===== src/sv/stt_pkg.sv =====
package stt_pkg;

   localparam int SLOT_COUNT_DEF = 16;
   localparam int MAX_OUT        = 16;
   localparam int FIRE_W         = $clog2(MAX_OUT + 1);

   localparam logic [1:0] OP_CREATE = 2'd0;
   localparam logic [1:0] OP_CANCEL = 2'd1;
   localparam logic [1:0] OP_TICK   = 2'd2;
   localparam logic [1:0] OP_NONE   = 2'd3;

   localparam logic [1:0] KIND_CREATE = 2'd0;
   localparam logic [1:0] KIND_CANCEL = 2'd1;
   localparam logic [1:0] KIND_FIRE   = 2'd2;

   localparam logic [1:0] STAT_OK        = 2'd0;
   localparam logic [1:0] STAT_REMOVED   = 2'd0;
   localparam logic [1:0] STAT_NULL_KEY  = 2'd1;
   localparam logic [1:0] STAT_DUPLICATE = 2'd2;
   localparam logic [1:0] STAT_NOT_FOUND = 2'd2;
   localparam logic [1:0] STAT_FULL      = 2'd3;

   typedef struct packed {
      logic [1:0]         operation;
      logic [15:0]        owner_key;
      logic [31:0]        interval_ms;
      logic signed [31:0] repeat_count;
      logic [31:0]        now_ms;
   } req_type;

   typedef struct packed {
      logic [1:0]  kind;
      logic [1:0]  status;
      logic [15:0] fired_key;
      logic [3:0]  slot_index;
      logic        last;
   } rsp_type;

   typedef struct packed {
      logic [15:0]        owner;
      logic [31:0]        period;
      logic [31:0]        expiry;
      logic signed [31:0] repeats;
   } slot_entry_type;

   localparam int ENTRY_W = $bits(slot_entry_type);

   // Per-slot verdict handed from the slot evaluator to the sequencer.
   typedef struct packed {
      logic           key_match;
      logic           fire;
      logic           retire;
      slot_entry_type entry_next;
   } slot_eval_type;

endpackage


===== src/sv/stt_ram.sv =====
module stt_ram #(
   parameter int WIDTH = stt_pkg::ENTRY_W,
   parameter int DEPTH = stt_pkg::SLOT_COUNT_DEF
) (
   input  logic                                       clock,
   input  logic                                       wr_en,
   input  logic [((DEPTH > 1) ? $clog2(DEPTH) : 1)-1:0] wr_addr,
   input  logic [WIDTH-1:0]                           wr_data,
   input  logic [((DEPTH > 1) ? $clog2(DEPTH) : 1)-1:0] rd_addr,
   output logic [WIDTH-1:0]                           rd_data
);

   logic [WIDTH-1:0] mem_ff [DEPTH];
   logic [WIDTH-1:0] rd_data_ff;

   // Read returns the old contents when the same entry is written in that cycle.
   always_ff @(posedge clock) begin
      if (wr_en) begin
         mem_ff[wr_addr] <= wr_data;
      end
      rd_data_ff <= mem_ff[rd_addr];
   end

   assign rd_data = rd_data_ff;

endmodule


===== src/sv/stt_slot_eval.sv =====
module stt_slot_eval (
   input  logic                   live,
   input  logic                   room,
   input  stt_pkg::req_type       item,
   input  stt_pkg::slot_entry_type entry,
   output stt_pkg::slot_eval_type verdict
);
   import stt_pkg::*;

   logic [31:0] elapsed;

   // Expired when now minus expiry is not negative as a signed number.
   assign elapsed = item.now_ms - entry.expiry;

   always_comb begin
      verdict.key_match = live && (entry.owner == item.owner_key);
      verdict.fire      = live && room && (item.operation == OP_TICK) && !elapsed[31];
      verdict.retire    = (entry.repeats == 32'sd1);

      verdict.entry_next        = entry;
      verdict.entry_next.expiry = entry.expiry + entry.period;
      if (entry.repeats > 32'sd1) begin
         verdict.entry_next.repeats = entry.repeats - 32'sd1;
      end
   end

endmodule


===== src/sv/software_timer_slot_table_unit.sv =====
// Software timer slot table. Each request word is a create, cancel or tick
// operation; every create and cancel answers with exactly one status word,
// and a tick answers with one fire word for each expired slot (at most
// sixteen, lowest slot first), or with nothing when no slot has expired.
// The final word caused by a request carries last. Operation code 3 is
// taken and dropped without any answer. The slot owner, period, expiry and
// remaining repeat count live in a single-port-read RAM; the per-slot valid
// flags are flip-flops that reset clears, so no clearing pass is needed.
// Every create, cancel and tick sweeps the RAM one slot per cycle while
// the sweep is not held, so such a request occupies the block while it
// takes the word, runs the read-modify-write sweep over every slot and
// posts the closing answer. Operation code 3 starts no sweep, and the
// block is back to idle as soon as the word has been taken.
// A tick also waits whenever a fire word is ready while the output register
// is still held by a stall, and the closing answer of any operation waits in
// the last step until the output register is free. The block takes the next
// request while the last answer of the previous one still sits in the output
// register. Expiry uses wrap-safe arithmetic: a slot fires when now minus
// expiry, taken as a signed 32-bit value, is not negative. A fired slot is
// freed when its repeat count is one, counts down when the count is above
// one, and repeats forever when it is zero or less.
module software_timer_slot_table_unit #(
   parameter int SLOT_COUNT = stt_pkg::SLOT_COUNT_DEF
) (
   input  logic             clock,
   input  logic             reset,
   input  logic             req_valid,
   output logic             req_stall,
   input  stt_pkg::req_type req_word,
   output logic             rsp_valid,
   input  logic             rsp_stall,
   output stt_pkg::rsp_type rsp_word
);
   import stt_pkg::*;

   localparam int IDX_W = (SLOT_COUNT > 1) ? $clog2(SLOT_COUNT) : 1;
   localparam logic [IDX_W-1:0] LAST_IDX = IDX_W'(SLOT_COUNT - 1);

   typedef enum logic [2:0] {
      S_IDLE   = 3'b001,
      S_SCAN   = 3'b010,
      S_FINISH = 3'b100
   } state_type;

   state_type               state_ff, state_in;
   req_type                 item_ff, item_in;
   logic [IDX_W-1:0]        idx_ff, idx_in;
   logic [SLOT_COUNT-1:0]   valid_ff, valid_in;
   logic                    key_hit_ff, key_hit_in;
   logic [IDX_W-1:0]        key_idx_ff, key_idx_in;
   logic                    free_hit_ff, free_hit_in;
   logic [IDX_W-1:0]        free_idx_ff, free_idx_in;
   logic [FIRE_W-1:0]       fires_ff, fires_in;
   logic                    pend_valid_ff, pend_valid_in;
   logic [15:0]             pend_key_ff, pend_key_in;
   logic [3:0]              pend_slot_ff, pend_slot_in;
   logic                    rsp_valid_ff, rsp_valid_in;
   rsp_type                 rsp_word_ff, rsp_word_in;

   logic                    ram_wr_en;
   logic [IDX_W-1:0]        ram_wr_addr;
   slot_entry_type          ram_wr_entry;
   logic [IDX_W-1:0]        ram_rd_addr;
   logic [ENTRY_W-1:0]      ram_rd_data;
   slot_entry_type          cur_entry;
   slot_eval_type           verdict;

   logic                    accept;
   logic                    out_free;
   logic                    live;
   logic                    room;
   logic                    adv;
   logic [IDX_W+3:0]        cur_ext, key_ext, free_ext;

   // The output register can take a new word when it is empty or being drained.
   assign out_free  = !rsp_valid_ff || !rsp_stall;
   assign req_stall = (state_ff != S_IDLE);
   assign accept    = req_valid && !req_stall;

   assign cur_entry = slot_entry_type'(ram_rd_data);
   assign live      = valid_ff[idx_ff];
   assign room      = (fires_ff < FIRE_W'(MAX_OUT));

   // The answer field holds the low four bits of a slot number.
   assign cur_ext  = {4'b0000, idx_ff};
   assign key_ext  = {4'b0000, key_idx_ff};
   assign free_ext = {4'b0000, free_idx_ff};

   stt_slot_eval u_eval (
      .live    (live),
      .room    (room),
      .item    (item_ff),
      .entry   (cur_entry),
      .verdict (verdict)
   );

   stt_ram #(
      .WIDTH (ENTRY_W),
      .DEPTH (SLOT_COUNT)
   ) u_slot_ram (
      .clock   (clock),
      .wr_en   (ram_wr_en),
      .wr_addr (ram_wr_addr),
      .wr_data (ram_wr_entry),
      .rd_addr (ram_rd_addr),
      .rd_data (ram_rd_data)
   );

   // A new fire word can only leave the sweep when the previously held fire
   // word has somewhere to go; otherwise the sweep holds on the current slot.
   always_comb begin
      adv = 1'b1;
      if ((item_ff.operation == OP_TICK) && verdict.fire && pend_valid_ff && !out_free) begin
         adv = 1'b0;
      end
   end

   // The read address runs one slot ahead of the slot being evaluated. While
   // the sweep holds, the same slot is read again so its data stays in place.
   always_comb begin
      ram_rd_addr = '0;
      if (state_ff == S_SCAN) begin
         if (adv && (idx_ff != LAST_IDX)) begin
            ram_rd_addr = idx_ff + 1'b1;
         end else begin
            ram_rd_addr = idx_ff;
         end
      end
   end

   always_comb begin
      state_in      = state_ff;
      item_in       = item_ff;
      idx_in        = idx_ff;
      valid_in      = valid_ff;
      key_hit_in    = key_hit_ff;
      key_idx_in    = key_idx_ff;
      free_hit_in   = free_hit_ff;
      free_idx_in   = free_idx_ff;
      fires_in      = fires_ff;
      pend_valid_in = pend_valid_ff;
      pend_key_in   = pend_key_ff;
      pend_slot_in  = pend_slot_ff;
      rsp_word_in   = rsp_word_ff;
      ram_wr_en     = 1'b0;
      ram_wr_addr   = idx_ff;
      ram_wr_entry  = verdict.entry_next;

      // A word in the output register leaves once it is not stalled.
      rsp_valid_in = rsp_valid_ff && rsp_stall;

      unique case (state_ff)
         S_IDLE: begin
            if (accept) begin
               item_in       = req_word;
               idx_in        = '0;
               key_hit_in    = 1'b0;
               free_hit_in   = 1'b0;
               fires_in      = '0;
               pend_valid_in = 1'b0;
               if (req_word.operation != OP_NONE) begin
                  state_in = S_SCAN;
               end
            end
         end

         S_SCAN: begin
            if (adv) begin
               case (item_ff.operation)
                  OP_CREATE: begin
                     if (verdict.key_match) begin
                        key_hit_in = 1'b1;
                     end
                     if (!live && !free_hit_ff) begin
                        free_hit_in = 1'b1;
                        free_idx_in = idx_ff;
                     end
                  end
                  OP_CANCEL: begin
                     if (verdict.key_match && !key_hit_ff) begin
                        key_hit_in = 1'b1;
                        key_idx_in = idx_ff;
                     end
                  end
                  OP_TICK: begin
                     if (verdict.fire) begin
                        fires_in = fires_ff + 1'b1;
                        if (verdict.retire) begin
                           valid_in[idx_ff] = 1'b0;
                        end else begin
                           ram_wr_en = 1'b1;
                        end
                        // The earlier fire word is now known not to be the last.
                        if (pend_valid_ff) begin
                           rsp_valid_in           = 1'b1;
                           rsp_word_in.kind       = KIND_FIRE;
                           rsp_word_in.status     = STAT_OK;
                           rsp_word_in.fired_key  = pend_key_ff;
                           rsp_word_in.slot_index = pend_slot_ff;
                           rsp_word_in.last       = 1'b0;
                        end
                        pend_valid_in = 1'b1;
                        pend_key_in   = cur_entry.owner;
                        pend_slot_in  = cur_ext[3:0];
                     end
                  end
                  default: begin
                  end
               endcase

               if (idx_ff == LAST_IDX) begin
                  state_in = S_FINISH;
                  idx_in   = '0;
               end else begin
                  idx_in = idx_ff + 1'b1;
               end
            end
         end

         S_FINISH: begin
            if ((item_ff.operation == OP_TICK) && !pend_valid_ff) begin
               state_in = S_IDLE;
            end else if (out_free) begin
               state_in               = S_IDLE;
               rsp_valid_in           = 1'b1;
               rsp_word_in.fired_key  = item_ff.owner_key;
               rsp_word_in.slot_index = 4'd0;
               rsp_word_in.last       = 1'b1;
               case (item_ff.operation)
                  OP_CREATE: begin
                     rsp_word_in.kind = KIND_CREATE;
                     if (item_ff.owner_key == 16'd0) begin
                        rsp_word_in.status = STAT_NULL_KEY;
                     end else if (key_hit_ff) begin
                        rsp_word_in.status = STAT_DUPLICATE;
                     end else if (!free_hit_ff) begin
                        rsp_word_in.status = STAT_FULL;
                     end else begin
                        rsp_word_in.status     = STAT_OK;
                        rsp_word_in.slot_index = free_ext[3:0];
                        valid_in[free_idx_ff]  = 1'b1;
                        ram_wr_en              = 1'b1;
                        ram_wr_addr            = free_idx_ff;
                        ram_wr_entry.owner     = item_ff.owner_key;
                        ram_wr_entry.period    = item_ff.interval_ms;
                        ram_wr_entry.expiry    = item_ff.now_ms + item_ff.interval_ms;
                        ram_wr_entry.repeats   = item_ff.repeat_count;
                     end
                  end
                  OP_CANCEL: begin
                     rsp_word_in.kind = KIND_CANCEL;
                     if (item_ff.owner_key == 16'd0) begin
                        rsp_word_in.status = STAT_NULL_KEY;
                     end else if (!key_hit_ff) begin
                        rsp_word_in.status = STAT_NOT_FOUND;
                     end else begin
                        rsp_word_in.status     = STAT_REMOVED;
                        rsp_word_in.slot_index = key_ext[3:0];
                        valid_in[key_idx_ff]   = 1'b0;
                     end
                  end
                  default: begin
                     // Tick: the held fire word is the final one.
                     rsp_word_in.kind       = KIND_FIRE;
                     rsp_word_in.status     = STAT_OK;
                     rsp_word_in.fired_key  = pend_key_ff;
                     rsp_word_in.slot_index = pend_slot_ff;
                     pend_valid_in          = 1'b0;
                  end
               endcase
            end
         end

         default: begin
            state_in = S_IDLE;
         end
      endcase
   end

   always_ff @(posedge clock) begin
      if (reset) begin
         state_ff      <= S_IDLE;
         valid_ff      <= '0;
         key_hit_ff    <= 1'b0;
         free_hit_ff   <= 1'b0;
         fires_ff      <= '0;
         pend_valid_ff <= 1'b0;
         rsp_valid_ff  <= 1'b0;
         idx_ff        <= '0;
      end else begin
         state_ff      <= state_in;
         valid_ff      <= valid_in;
         key_hit_ff    <= key_hit_in;
         free_hit_ff   <= free_hit_in;
         fires_ff      <= fires_in;
         pend_valid_ff <= pend_valid_in;
         rsp_valid_ff  <= rsp_valid_in;
         idx_ff        <= idx_in;
      end
   end

   always_ff @(posedge clock) begin
      item_ff      <= item_in;
      key_idx_ff   <= key_idx_in;
      free_idx_ff  <= free_idx_in;
      pend_key_ff  <= pend_key_in;
      pend_slot_ff <= pend_slot_in;
      rsp_word_ff  <= rsp_word_in;
   end

   assign rsp_valid = rsp_valid_ff;
   assign rsp_word  = rsp_word_ff;

endmodule


===== config.mk =====
export PLATFORM = sky130hd
export DESIGN_NAME = software_timer_slot_table_unit
export DESIGN_NICKNAME = d
export VERILOG_FILES = /design/src/sv/stt_pkg.sv /design/src/sv/stt_ram.sv /design/src/sv/stt_slot_eval.sv /design/src/sv/software_timer_slot_table_unit.sv
export SDC_FILE = /design/constraint.sdc
export NUM_CORES = 2
export LEC_CHECK = 0
export BUFFER_PORTS_ARGS = -buffer_cell sky130_fd_sc_hd__buf_4
export CAP_MARGIN = 20
export CORE_MARGIN = 2
export CORE_UTILIZATION = 35
export DETAILED_ROUTE_END_ITERATION = 12
export GPL_ROUTABILITY_DRIVEN = 1
export GPL_TIMING_DRIVEN = 0
export SLEW_MARGIN = 20
export SYNTH_ARGS = -nofsm -noshare
export SYNTH_HDL_FRONTEND = slang
export SYNTH_HIERARCHICAL = 1
export SYNTH_SLANG_ARGS = --single-unit

===== constraint.sdc =====
create_clock -name clock -period 13.8 [get_ports clock]
set_input_delay 2.76 -clock clock [delete_from_list [all_inputs] [get_ports clock]]
set_output_delay 2.76 -clock clock [all_outputs]
set_load 0.005 [all_outputs]

==> metrics.cfg <==
[run_status]
status = finished, final reports clean

[synth]
synth_area_leaders = edfxtp_1 (71%), mux4_2 (12%), dfxtp_1 (3.5%)
synth_ff_type = edfxtp_1
yosysSeqAreaShare_pct = 74.1
syn-mean-instance-area_um2 = 18.7
synth-edff-count = 1959
syn-instance-count = 4451
ys_seq_elements = 2103
synth_top_area_share_pct = 70.6
ys_warn_count = 6
async_flop_share_pct = 0
synth_top_area_cell = edfxtp_1
synthesis.area_um2 = 83300
yosys.cell_types.count = 80
synthesis.nets = 4670

[timing]
tns_ps = 0
slew_headroom_pct = 24.4
period_needed_ps = 7780
hold_violations = 0
finClkSkew_ps = 84.2
setup_viol = 0
slew_viol_final = 0
fin_crit_sh_pct = 56.4
rsz0062_at_grt = false
tightest_slew_ps = 1130
fmax_mhz = 129

[floorplanning]
die_h_um = 492
die-area_um2 = 242000
die_x_um = 492
coreArea_um2 = 237000
start_util_pct = 35.1
floorplan.io_pins = 145
rows = 179

[critical_path]
worst_path_max_delay_cell = nor3_1
cp.required_ps = 14530
path_common_cell = nand2_1
path_class = reg2reg
cp_max_fo = 10
worst_ep_arrival_time_ps = 8510
critPathMaxStageDelay_ps = 860
critical_path.cell_chain = ha_1, nand3_1, nor4_1, nand2_1, a311oi_1, nor4_2, buf_4, nor3b_1, nand3b_1, or2_2, clkbuf_1, nand2_1, nor3b_1, nor3_1, nor2b_1, clkbuf_2, clkbuf_1, a22oi_1, nand2_1
start_kind = register
end_kind = register

[cells_and_area]
mostFrequentLayoutCell = edfxtp_1
area_delta_synth_final_pct = 18.5
final_nets = 5218
fillers = 20800
drive_gt1_share_pct = 25.3
final_cell_mix = edfxtp_1 (1959), nand2_1 (523), mux4_2 (453)

[drt]
firstDrtPassIters = 5
routed_wl_mm = 227
via_count = 45200
drt-met1-wl_mm = 95.1
drt_first_iter_violations = 5040
met2_length_mm = 111
wl_met3_mm = 15.8
drt-wirelength-per-cell_um = 27.2
drc = 0
vias_per_cell = 5.40
antenna_left = 0
top_layer = met4

[global_routing]
grt_pass1_wl_mm = 323
grt_remaining_overflow = 0
grt_max_degree = 45
antenna_found_initial = 9
grt_pass1_vias = 44800
grt.total_usage_pct = 18.4

[clocking]
cts_setup_buffers = 0
cts_buffers = 216
cts_resized = 0
cts_buffer_depth = 3
clock_latency_ps = 880
cts-root-buf = clkbuf_16
cts_hold_buf = 0
htree_levels = 4
cts.clk_slew.worst_paths_ps = 60
cts.sinks = 2103
cts_tree = built

[placed_design]
port_buffers = 144
gp_congestion = 0.869
dp_hpwl_mm = 154

[pwr]
vdd_ir_drop_max_mv = 0.143
p_total_w = 0.0153
power_frac_clock_pct = 38.3
pwr-share-seq_pct = 49.6
p_leak_nw = 32.0
power.share.combinational_pct = 12.1
p_sw_w = 0.00383
intPower_w = 0.0115
swShare_pct = 25.0
cellPowerDensity_nw_per_um2 = 155

[job]
cap_violations = 0

[worst_hold_path]
hold_path_class = reg2reg

[flip-flops by register name, summed over array words and instances, names as in the netlist, 3 cells and up]
name	flops
rsp_word	25
key_idx_ff	4
valid_ff	16
u_slot_ram/mem_ff	1792
state_ff	3
pend_key_ff	16
u_slot_ram/rd_data	112
fires_ff	5
free_idx_ff	4
pend_slot_ff	4
idx_ff	4
item_ff	114
[worst paths after layout]
check,startpoint,slack [ps],cells after the start,end
worst min register to register,u_slot_ram/rd_data[99],480,0,pend_key_ff[3]
worst max register to register,item_ff[14],6020,19,u_slot_ram/rd_data[81]
worst min-delay path,u_slot_ram/rd_data[99],480,0,pend_key_ff[3]
worst max-delay path,item_ff[14],6020,19,u_slot_ram/rd_data[81]
[Yosys cell counts, drive strengths merged (11+ instances only)]
| cell | instances |
|---|---|
| nor2b | 14 |
| nand2 | 523 |
| nor2 | 93 |
| xor2 | 43 |
| edfxtp | 1959 |
| ha | 99 |
| nand3 | 21 |
| nor4 | 15 |
| a22o | 11 |
| o21ai | 79 |
| a22oi | 224 |
| a21o | 30 |
| nand2b | 11 |
| nand4 | 25 |
| xnor2 | 59 |
| nor3 | 39 |
| dfxtp | 144 |
| clkbuf | 90 |
| inv | 52 |
| o31ai | 13 |
| o211ai | 11 |
| buf | 169 |
| a21oi | 105 |
| and3 | 15 |
| a211oi | 24 |
| a31oi | 14 |
| mux4 | 453 |
[per-layer routing]
metal  vias up  GRT usage (%)
met3       327           2.86
met1     23900           25.5
met2      1839           30.4
li1      19100              -
met5         -              0
met4         0           4.85
[worst max-delay path, delay by kind of cell (launching register included)]
kind	cells	cell delay, ps
AO/OA/AOI/OAI	2	1040
AND/OR/NAND/NOR	12	3970
adder cells (fa/ha/maj)	1	340
flip-flops	1	460
buffers and inverters	4	1800
[power groups by stage]
stage	Combinational (W)	Sequential, W	Clock, W
floorplan	0.00125	0.00760	0
global placement	0.00174	0.00775	0
detailed placement	0.00183	0.00772	0
CTS	0.00183	0.00759	0.00596
global route	0.00200	0.00759	0.00620
finish	0.00185	0.00758	0.00585
[metrics by stage]
stage | area, µm² | worst slack (ps) | hold slack [ps] | instances | util [%]
6_report | 98700 | 6020 | 479 | 8356 | 41.6
5_1_grt | 98700 | 5990 | 495 | 8356 | 41.6
4_1_cts | 98700 | 6000 | 476 | 8354 | 41.6
3_5_place_dp | 91500 | 6080 | 472 | 7948 | 38.6
3_3_place_gp | 88300 | -13180 | 463 | 7762 | 37.2
2_1_floorplan | 83300 | 179 | 451 | 4451 | -
[layout make-up]
| class | count | area (µm²) | area share [%] |
|---|---|---|---|
| clock buffer | 300 | 5940 | 6.02 |
| multi-input combinational | 2037 | 20100 | 20.4 |
| sequential | 2103 | 61700 | 62.5 |
| inverter | 52 | 198 | 0.200 |
| antenna | 2 | 5.00 | 0.00507 |
| tap | 3167 | 3960 | 4.02 |
| clock inverter | 106 | 1220 | 1.24 |
| buffer | 259 | 1450 | 1.47 |
| timing repair buffer | 330 | 4110 | 4.16 |
[cells by family after synthesis]
logic type,share of synthesized area (%)
compound gates,4.67
xor+xnor,1.07
fa+ha+maj,1.54
buf+inv,1.97
flops,74.1
mux,12.3
simple gates,4.36
Power figures use the tool's default switching activity.
